### config.mk
export PLATFORM = sky130hd
export DESIGN_NAME = scan_bitmap_pixel_mapper
export DESIGN_NICKNAME = d
export VERILOG_FILES = /design/src/hdl/sbpm_pkg.sv /design/src/hdl/scan_bitmap_pixel_mapper.sv
export VERILOG_INCLUDE_DIRS = /design/src /design/src/hdl
export SDC_FILE = /design/constraint.sdc
export NUM_CORES = 1
export LEC_CHECK = 0
export BUFFER_PORTS_ARGS = -buffer_cell sky130_fd_sc_hd__buf_2
export CORE_UTILIZATION = 40
export DETAILED_ROUTE_END_ITERATION = 6
export MAX_ROUTING_LAYER = met4
export RECOVER_POWER = 50
export SETUP_SLACK_MARGIN = 0.15
export SYNTH_ARGS = -nofsm -noshare
export SYNTH_HDL_FRONTEND = slang
export SYNTH_SLANG_ARGS = --single-unit
### constraint.sdc
create_clock -name clk -period 6.1 [get_ports clk]
set_input_delay 1.22 -clock clk [delete_from_list [all_inputs] [get_ports clk]]
set_output_delay 1.22 -clock clk [all_outputs]
set_load 0.01 [all_outputs]
### src/hdl/scan_bitmap_pixel_mapper_macros.svh
// ----------------------------------------------------------------------------
// Scan bitmap pixel mapper assertion macros
// Assertion shorthands; each expands to one labeled concurrent check.
// ----------------------------------------------------------------------------
`ifndef SCAN_BITMAP_PIXEL_MAPPER_MACROS_SVH
`define SCAN_BITMAP_PIXEL_MAPPER_MACROS_SVH

// Condition that must hold at every clock edge outside reset.
`define SBPM_ASSERT_ALWAYS(lbl, cond, msg) \
  lbl: assert property (@(posedge clk) disable iff (!rst_n) (cond)) else $error(msg);

// Condition in the next cycle that follows from a condition in this one.
`define SBPM_ASSERT_NEXT(lbl, ante, cons, msg) \
  lbl: assert property (@(posedge clk) disable iff (!rst_n) (ante) |=> (cons)) \
    else $error(msg);

// Condition in the same cycle that follows from another one.
`define SBPM_ASSERT_SAME(lbl, ante, cons, msg) \
  lbl: assert property (@(posedge clk) disable iff (!rst_n) (ante) |-> (cons)) \
    else $error(msg);

`endif

### src/hdl/sbpm_pkg.sv
// ----------------------------------------------------------------------------
// Scan bitmap pixel mapper package
// Frame geometry, field widths and the facet order and row offset tables.
// ----------------------------------------------------------------------------
package sbpm_pkg;

  // Horizontal resolution of one scan line in half pixels.
  localparam int LINE_WIDTH    = 1024;
  localparam int BYTES_PER_ROW = (LINE_WIDTH / 2 + 3) / 4;
  localparam int BIR_W         = (BYTES_PER_ROW > 1) ? $clog2(BYTES_PER_ROW) : 1;

  localparam int ROW_SLOTS  = 8;
  localparam int TEXT_LINES = 3;
  localparam int SLOT_W     = 3;
  localparam int LINE_W     = 2;
  localparam int LINE_PITCH = 8 + 6;
  localparam int ASPECT     = 3;

  localparam int PAT_W = 8;
  localparam int X_W   = 11;
  localparam int Y_W   = 7;
  localparam int OFF_W = 7;

  localparam logic [PAT_W-1:0] PAIR_MASK = 8'hC0;

  typedef logic [SLOT_W-1:0]       row_idx_t;
  typedef logic signed [OFF_W-1:0] row_off_t;

  // Real row that each row slot of a text line scans, in facet order.
  localparam row_idx_t FACET_ORDER [TEXT_LINES][ROW_SLOTS] = '{
    '{3'd2, 3'd0, 3'd4, 3'd1, 3'd3, 3'd5, 3'd6, 3'd7},
    '{3'd2, 3'd1, 3'd0, 3'd4, 3'd3, 3'd6, 3'd5, 3'd7},
    '{3'd2, 3'd1, 3'd4, 3'd5, 3'd0, 3'd3, 3'd6, 3'd7}
  };

  // Horizontal offset of each real row, in half pixels.
  localparam row_off_t ROW_OFFSET [TEXT_LINES][ROW_SLOTS] = '{
    '{7'sd7,  7'sd41, 7'sd11, -7'sd16, -7'sd4, -7'sd6, -7'sd22, -7'sd5},
    '{-7'sd2, 7'sd4,  7'sd18, 7'sd14,  7'sd5,  7'sd25, 7'sd27,  7'sd14},
    '{7'sd7,  7'sd19, -7'sd2, 7'sd12,  7'sd8,  7'sd17, 7'sd17,  -7'sd4}
  };

  // Halve an offset, truncating toward zero.
  function automatic row_off_t half_toward_zero(input row_off_t v);
    row_off_t biased;
    biased = v + row_off_t'({{(OFF_W-1){1'b0}}, v[OFF_W-1]});
    return biased >>> 1;
  endfunction

endpackage

### src/hdl/scan_bitmap_pixel_mapper.sv
// A byte's first pixel passes from the work register into the output register.
// The single work register shifts out the four pixel pairs of a byte one pair a cycle,
// one pixel result per cycle while out_ready keeps the output register draining.
// The next byte is taken in the cycle its predecessor's fourth pixel moves on.
// Reset (rst_n, synchronous, active low) empties both registers and zeroes the
// byte, row slot and text line counters; payload registers are not reset.
// ----------------------------------------------------------------------------
// Scan bitmap pixel mapper
// Turns bitmap bytes of a laser display frame into lit flags with x/y positions.
// ----------------------------------------------------------------------------
`include "scan_bitmap_pixel_mapper_macros.svh"

module scan_bitmap_pixel_mapper (
  input  logic                            clk,
  input  logic                            rst_n,
  // Input channel: one bitmap byte per transaction.
  input  logic                            in_valid,
  output logic                            in_ready,
  input  logic [sbpm_pkg::PAT_W-1:0]      in_pattern_byte,
  // Result channel: one pixel per transaction, four per byte.
  output logic                            out_valid,
  input  logic                            out_ready,
  output logic                            out_lit,
  output logic signed [sbpm_pkg::X_W-1:0] out_x_pos,
  output logic [sbpm_pkg::Y_W-1:0]        out_y_pos,
  output logic                            out_last_of_byte,
  output logic                            out_frame_end
);

  // --------------------------------------------------------------------------
  // Frame position counters. They advance once per accepted byte and point at
  // the byte that the next transaction will carry.
  // --------------------------------------------------------------------------
  logic [sbpm_pkg::BIR_W-1:0]  byte_in_row_r, byte_in_row_nxt;
  logic [sbpm_pkg::SLOT_W-1:0] row_slot_r,    row_slot_nxt;
  logic [sbpm_pkg::LINE_W-1:0] text_line_r,   text_line_nxt;

  // Work register: the byte being split into pixels, with the position of the
  // pixel that goes out next. The pattern shifts left by one pair per pixel.
  logic                            wk_valid_r, wk_valid_nxt;
  logic [1:0]                      wk_k_r,     wk_k_nxt;
  logic [sbpm_pkg::PAT_W-1:0]      wk_pat_r,   wk_pat_nxt;
  logic signed [sbpm_pkg::X_W-1:0] wk_x_r,     wk_x_nxt;
  logic [sbpm_pkg::Y_W-1:0]        wk_y_r,     wk_y_nxt;
  logic                            wk_last_r,  wk_last_nxt;

  // Output register.
  logic                            out_valid_r, out_valid_nxt;
  logic                            out_lit_r,   out_lit_nxt;
  logic signed [sbpm_pkg::X_W-1:0] out_x_r,     out_x_nxt;
  logic [sbpm_pkg::Y_W-1:0]        out_y_r,     out_y_nxt;
  logic                            out_lob_r,   out_lob_nxt;
  logic                            out_fe_r,    out_fe_nxt;

  logic                             wk_adv;
  logic                             in_acc;
  logic                             row_end;
  logic                             slot_end;
  logic [sbpm_pkg::SLOT_W-1:0]      real_row;
  logic signed [sbpm_pkg::OFF_W-1:0] half_off;
  logic [sbpm_pkg::X_W-1:0]         col_base;
  logic [sbpm_pkg::Y_W-1:0]         y_row;

  // The work register hands a pixel on whenever the output register is empty
  // or its pixel is being taken in this cycle.
  assign wk_adv = wk_valid_r && (!out_valid_r || out_ready);

  // A new byte enters when the work register is empty, or when the fourth
  // pixel of the current byte leaves it in this cycle.
  assign in_ready = !wk_valid_r || (wk_adv && (wk_k_r == 2'd3));
  assign in_acc   = in_valid && in_ready;

  // --------------------------------------------------------------------------
  // Geometry of the byte being taken: facet order lookup, row offset halved
  // toward zero, column of its first pixel and the scaled y position.
  // --------------------------------------------------------------------------
  assign row_end  = (byte_in_row_r == sbpm_pkg::BIR_W'(sbpm_pkg::BYTES_PER_ROW - 1));
  assign slot_end = (row_slot_r == sbpm_pkg::SLOT_W'(sbpm_pkg::ROW_SLOTS - 1));

  assign real_row = sbpm_pkg::FACET_ORDER[text_line_r][row_slot_r];
  assign half_off = sbpm_pkg::half_toward_zero(sbpm_pkg::ROW_OFFSET[text_line_r][real_row]);

  // Column of the first pixel of the byte; it wraps modulo 2^11 on wide rows.
  assign col_base = sbpm_pkg::X_W'({byte_in_row_r, 2'b00});

  assign y_row = sbpm_pkg::Y_W'(real_row)
               + sbpm_pkg::Y_W'(text_line_r) * sbpm_pkg::Y_W'(sbpm_pkg::LINE_PITCH);

  always_comb begin
    byte_in_row_nxt = byte_in_row_r;
    row_slot_nxt    = row_slot_r;
    text_line_nxt   = text_line_r;
    if (in_acc) begin
      if (row_end) begin
        byte_in_row_nxt = '0;
        if (slot_end) begin
          row_slot_nxt = '0;
          if (text_line_r == sbpm_pkg::LINE_W'(sbpm_pkg::TEXT_LINES - 1)) begin
            text_line_nxt = '0;
          end else begin
            text_line_nxt = text_line_r + 1'b1;
          end
        end else begin
          row_slot_nxt = row_slot_r + 1'b1;
        end
      end else begin
        byte_in_row_nxt = byte_in_row_r + 1'b1;
      end
    end
  end

  // Work register: load on a new byte, otherwise step to the next pixel.
  always_comb begin
    wk_valid_nxt = wk_valid_r;
    wk_k_nxt     = wk_k_r;
    wk_pat_nxt   = wk_pat_r;
    wk_x_nxt     = wk_x_r;
    wk_y_nxt     = wk_y_r;
    wk_last_nxt  = wk_last_r;
    if (in_acc) begin
      wk_valid_nxt = 1'b1;
      wk_k_nxt     = 2'd0;
      wk_pat_nxt   = in_pattern_byte;
      wk_x_nxt     = $signed(col_base) - sbpm_pkg::X_W'(half_off);
      wk_y_nxt     = y_row * sbpm_pkg::Y_W'(sbpm_pkg::ASPECT);
      wk_last_nxt  = row_end && slot_end
                  && (text_line_r == sbpm_pkg::LINE_W'(sbpm_pkg::TEXT_LINES - 1));
    end else if (wk_adv) begin
      wk_k_nxt   = wk_k_r + 1'b1;
      wk_pat_nxt = {wk_pat_r[sbpm_pkg::PAT_W-3:0], 2'b00};
      wk_x_nxt   = wk_x_r + sbpm_pkg::X_W'(1);
      if (wk_k_r == 2'd3) begin
        wk_valid_nxt = 1'b0;
      end
    end
  end

  // Output register: takes the current pixel whenever the work register advances.
  always_comb begin
    out_valid_nxt = out_valid_r;
    out_lit_nxt   = out_lit_r;
    out_x_nxt     = out_x_r;
    out_y_nxt     = out_y_r;
    out_lob_nxt   = out_lob_r;
    out_fe_nxt    = out_fe_r;
    if (wk_adv) begin
      out_valid_nxt = 1'b1;
      out_lit_nxt   = |(wk_pat_r & sbpm_pkg::PAIR_MASK);
      out_x_nxt     = wk_x_r;
      out_y_nxt     = wk_y_r;
      out_lob_nxt   = (wk_k_r == 2'd3);
      out_fe_nxt    = (wk_k_r == 2'd3) && wk_last_r;
    end else if (out_ready) begin
      out_valid_nxt = 1'b0;
    end
  end

  // Control state.
  always_ff @(posedge clk) begin
    if (!rst_n) begin
      byte_in_row_r <= '0;
      row_slot_r    <= '0;
      text_line_r   <= '0;
      wk_valid_r    <= 1'b0;
      wk_k_r        <= 2'd0;
      out_valid_r   <= 1'b0;
    end else begin
      byte_in_row_r <= byte_in_row_nxt;
      row_slot_r    <= row_slot_nxt;
      text_line_r   <= text_line_nxt;
      wk_valid_r    <= wk_valid_nxt;
      wk_k_r        <= wk_k_nxt;
      out_valid_r   <= out_valid_nxt;
    end
  end

  // Payload.
  always_ff @(posedge clk) begin
    wk_pat_r  <= wk_pat_nxt;
    wk_x_r    <= wk_x_nxt;
    wk_y_r    <= wk_y_nxt;
    wk_last_r <= wk_last_nxt;
    out_lit_r <= out_lit_nxt;
    out_x_r   <= out_x_nxt;
    out_y_r   <= out_y_nxt;
    out_lob_r <= out_lob_nxt;
    out_fe_r  <= out_fe_nxt;
  end

  assign out_valid        = out_valid_r;
  assign out_lit          = out_lit_r;
  assign out_x_pos        = out_x_r;
  assign out_y_pos        = out_y_r;
  assign out_last_of_byte = out_lob_r;
  assign out_frame_end    = out_fe_r;

  // --------------------------------------------------------------------------
  // Assertions.
  // --------------------------------------------------------------------------
  `SBPM_ASSERT_SAME(a_fe_on_last, out_valid_r && out_fe_r, out_lob_r, "frame end off last pixel")
  `SBPM_ASSERT_SAME(a_load_on_fourth, in_acc && wk_valid_r, wk_adv && (wk_k_r == 2'd3),
                    "byte overwritten early")
  `SBPM_ASSERT_NEXT(a_load_starts, in_acc, wk_valid_r && (wk_k_r == 2'd0), "new byte not loaded")
  `SBPM_ASSERT_NEXT(a_x_steps, wk_adv && !in_acc && (wk_k_r != 2'd3),
                    wk_x_r == $past(wk_x_r) + sbpm_pkg::X_W'(1), "column did not step")
  `SBPM_ASSERT_ALWAYS(a_line_range, text_line_r != 2'd3, "text line counter out of range")

endmodule

==> flow_metrics.tcl <==
set metrics [dict create \
    timing.final.crit_share_pct 87.61 \
    cts_tree "done" \
    hold-path-endpoint "out_y_pos[5]" \
    diodes 0 \
    die_h_um 101.1 \
    drt_pass1_iterations 5 \
    hold_ws_ps 424.5 \
    seq_area_frac_synth_pct 44.88 \
    power_density_mw_per_mm2 241.0 \
    nNetsFinal 471 \
    cts_buffers 9 \
    numClockSinks 64 \
    post-cts-setup-buffers 0 \
    min_from "wk_y_r[5]" \
    gr-usage-met3_pct 4.022 \
    synth_ff_type "edfxtp_1" \
    die_w_um 101.1 \
    layout-drive-gt1-share_pct 9.589 \
    finish.utilization_pct 46.94 \
    path_class "flop to flop" \
    crit_path_start_kind "flop" \
    grt_pass1_vias 2673 \
    root_buffer "clkbuf_8" \
    synthSimpleGateAreaFrac_pct 18.74 \
    worst-path-buf-inv 2 \
    finalCriticalPeriod_ps 5344 \
    grt_max_degree 32 \
    avgSynthCellArea_um2 9.739 \
    synth_cell_types 64 \
    rows 35 \
    drtIter0Drc 190 \
    synth_top_family_by_area "simple AND/OR/NAND/NOR gates" \
    cp_data_required_time_ps 6190 \
    drt_wl_total_mm 7.923 \
    met1_usage_pct 23.28 \
    cts_buffer_depth 2 \
    io_buffers 34 \
    ctsHtreeMaxLevel 3 \
    place_inst 551 \
    clk_latency_ps 340 \
    synth-xor-area-share_pct 6.599 \
    ctsHoldBuffers 0 \
    async_flop_share_pct 0 \
    worstPathMaxFanout 12 \
    pin_count 35 \
    area_growth_pct 12.08 \
    critPathCaptureType "flop" \
    slew_violations 0 \
    tns_ps 0 \
    grt_antenna_before_repair 0 \
    slew_headroom_pct 18.90 \
    tightest_slew_ps 1217 \
    hp-class "flop to flop" \
    final_common_cell "nand2_1" \
    rsz0062_at_grt "no" \
    final.setup.worst_slack_ps 755.6 \
    synthAdderAreaFrac_pct 8.671 \
    core-area_mm2 0.009371 \
    vdd_drop_max_v 0.0001063 \
    nFillCells 916 \
    ys_ff_latch 64 \
    setup_viol 0 \
    outcome "complete, no violations" \
    hpwl_mm 5.674 \
    p_leak_uw 0.001736 \
    ys_warn_count 0 \
    synth-compound-area-share_pct 15.30 \
    ant_nets 0 \
    cts-resized-gates 0 \
    holdPathStages 0 \
    start_util_pct 41.88 \
    hold_viol 0 \
    fin_cells 567 \
    clock_skew_ps 9.121 \
    rr_worst_depth 18 \
    max_stage_delay_ps 610 \
    path_cells "inv_1, ha_1, nand2b_2, a21oi_2, or3_1, nor2_1, nor2_1, a221o_1, a21oi_1, ha_1, inv_1, a2111oi_4, xnor2_1, ha_1, o41ai_2, nor4_1, a2111oi_0, nor2_1" \
    route.vias.total 2928 \
    layout_common_cells "nand2_1 (54), edfxtp_1 (48), nor2_1 (37), a21oi_1 (26)" \
    reg2reg_setup_slack_ps 760 \
    grtUsageTotal_pct 17.41 \
    r2r-start "text_line_r[1]" \
    synth_nets 441 \
    die_area_mm2 0.01021 \
    synthMuxAreaShare_pct 1.275 \
    wl_per_cell_um 13.97 \
    grt_pass1_wl_mm 13.18 \
    route.detailed.drc 0 \
    syn_inst 403 \
    fmax_mhz 187.1 \
    grt_remaining_overflow 0 \
    crit_family "compound AO/OA/AOI/OAI gates" \
    gp_congestion 0.8739 \
    cts.reportedPaths.clkPinSlew_ps 80 \
    via_per_inst 5.164 \
    cp_slowest_cell "o41ai_2" \
    arrival_ps 5440 \
    syn_area_mm2 0.003925 \
    grt.busiest_layer "met2" \
    pre_cts_ws_ps 774.1 \
    drv_cap 0 \
    r2r_end "wk_x_r[7]" \
    synth_edf_count 48 \
    met2_usage_pct 25.54 \
]
==> registers in the layout, summed over array words and instances, names as in the netlist <==
signal            flops
out_valid             1
row_slot_r            3
wk_valid_r            1
wk_k_r                2
wk_last_r             1
out_lit               1
wk_x_r               11
wk_pat_r              8
out_last_of_byte      1
out_frame_end         1
text_line_r           2
byte_in_row_r         7
out_y_pos             7
wk_y_r                7
out_x_pos            11
==> power breakdown <==
| group | switching [uW] | leakage [uW] | internal (uW) |
|---|---|---|---|
| Clock | 173 | 0.000123 | 285 |
| Combinational | 51.4 | 0.00103 | 28.9 |
| Sequential | 15.6 | 0.000581 | 506 |
==> metrics by stage <==
step	total power, uW	area, um^2
after floorplan	583.6	3925
final	1060	4399
after global placement	612.7	4179
after global routing	1097	4399
after detailed placement	614.2	4179
after CTS	1072	4432
==> cell type report <==
| class | count | area [um^2] | share of cell area, % |
|---|---|---|---|
| timing repair buffer | 35 | 145.1 | 3.299 |
| inverter | 24 | 92.59 | 2.105 |
| clock inverter | 6 | 115.1 | 2.617 |
| tap | 129 | 161.4 | 3.669 |
| sequential | 64 | 1762 | 40.05 |
| clock buffer | 10 | 137.6 | 3.129 |
| multi-input combinational | 299 | 1986 | 45.14 |
==> per-layer routing <==
| metal | up-vias | routed length, um |
|---|---|---|
| met4 | 0 | 127 |
| li1 | 1499 | - |
| met2 | 86 | 3442 |
| met3 | 13 | 411 |
| met1 | 1330 | 3940 |
| met5 | - | 0 |
==> cell usage after synthesis, types with 2 or more instances <==
cell	count	area, um^2
nor2b_1	4	25.02
inv_1	22	82.58
edfxtp_1	48	1441
or3_1	2	12.51
nor2_1	37	138.9
buf_2	5	25.02
fa_1	2	40.04
a211oi_1	2	15.01
a31oi_1	2	12.51
or4_1	2	15.01
clkbuf_1	6	22.52
buf_6	2	22.52
o31ai_2	2	25.02
nand3_1	16	80.08
ha_1	24	300.3
o21ai_0	13	65.06
and3_1	12	75.07
nor3b_1	3	22.52
o21a_1	3	22.52
a21boi_1	2	15.01
dfxtp_1	16	320.3
a311oi_1	2	17.52
o211ai_1	4	30.03
a21o_1	4	30.03
buf_1	2	7.510
o22a_1	2	17.52
and2_1	5	31.28
or2_2	2	12.51
xnor2_1	13	113.9
a21oi_2	2	17.52
mux2i_1	5	50.05
nor3_1	8	40.04
o31ai_1	2	15.01
xor2_1	14	122.6
a21oi_1	26	130.1
nand2b_1	2	12.51
nand2_1	54	202.7
a221o_1	2	20.02
o22ai_1	4	25.02
==> worst max-delay path by stage <==
| stage | to | slack (ps) | start | cells past startpoint |
|---|---|---|---|---|
| after floorplan | wk_x_r[7] | 1460 | text_line_r[1] | 19 |
| after global placement | wk_x_r[7] | 920 | text_line_r[1] | 18 |
| after detailed placement | wk_x_r[7] | 770 | text_line_r[1] | 18 |
| after CTS | wk_x_r[7] | 780 | text_line_r[1] | 18 |
| after global routing | wk_x_r[7] | 290 | text_line_r[1] | 18 |
| final | wk_x_r[7] | 760 | text_line_r[1] | 18 |
==> cells by family after synthesis <==
| group | count (synthesis) |
|---|---|
| simple gates | 155 |
| compound gates | 85 |
| flops | 64 |
| buf+inv | 40 |
| xor+xnor | 28 |
| fa+ha+maj | 26 |
| mux | 5 |
No activity file was read; power rests on OpenSTA's default activity.
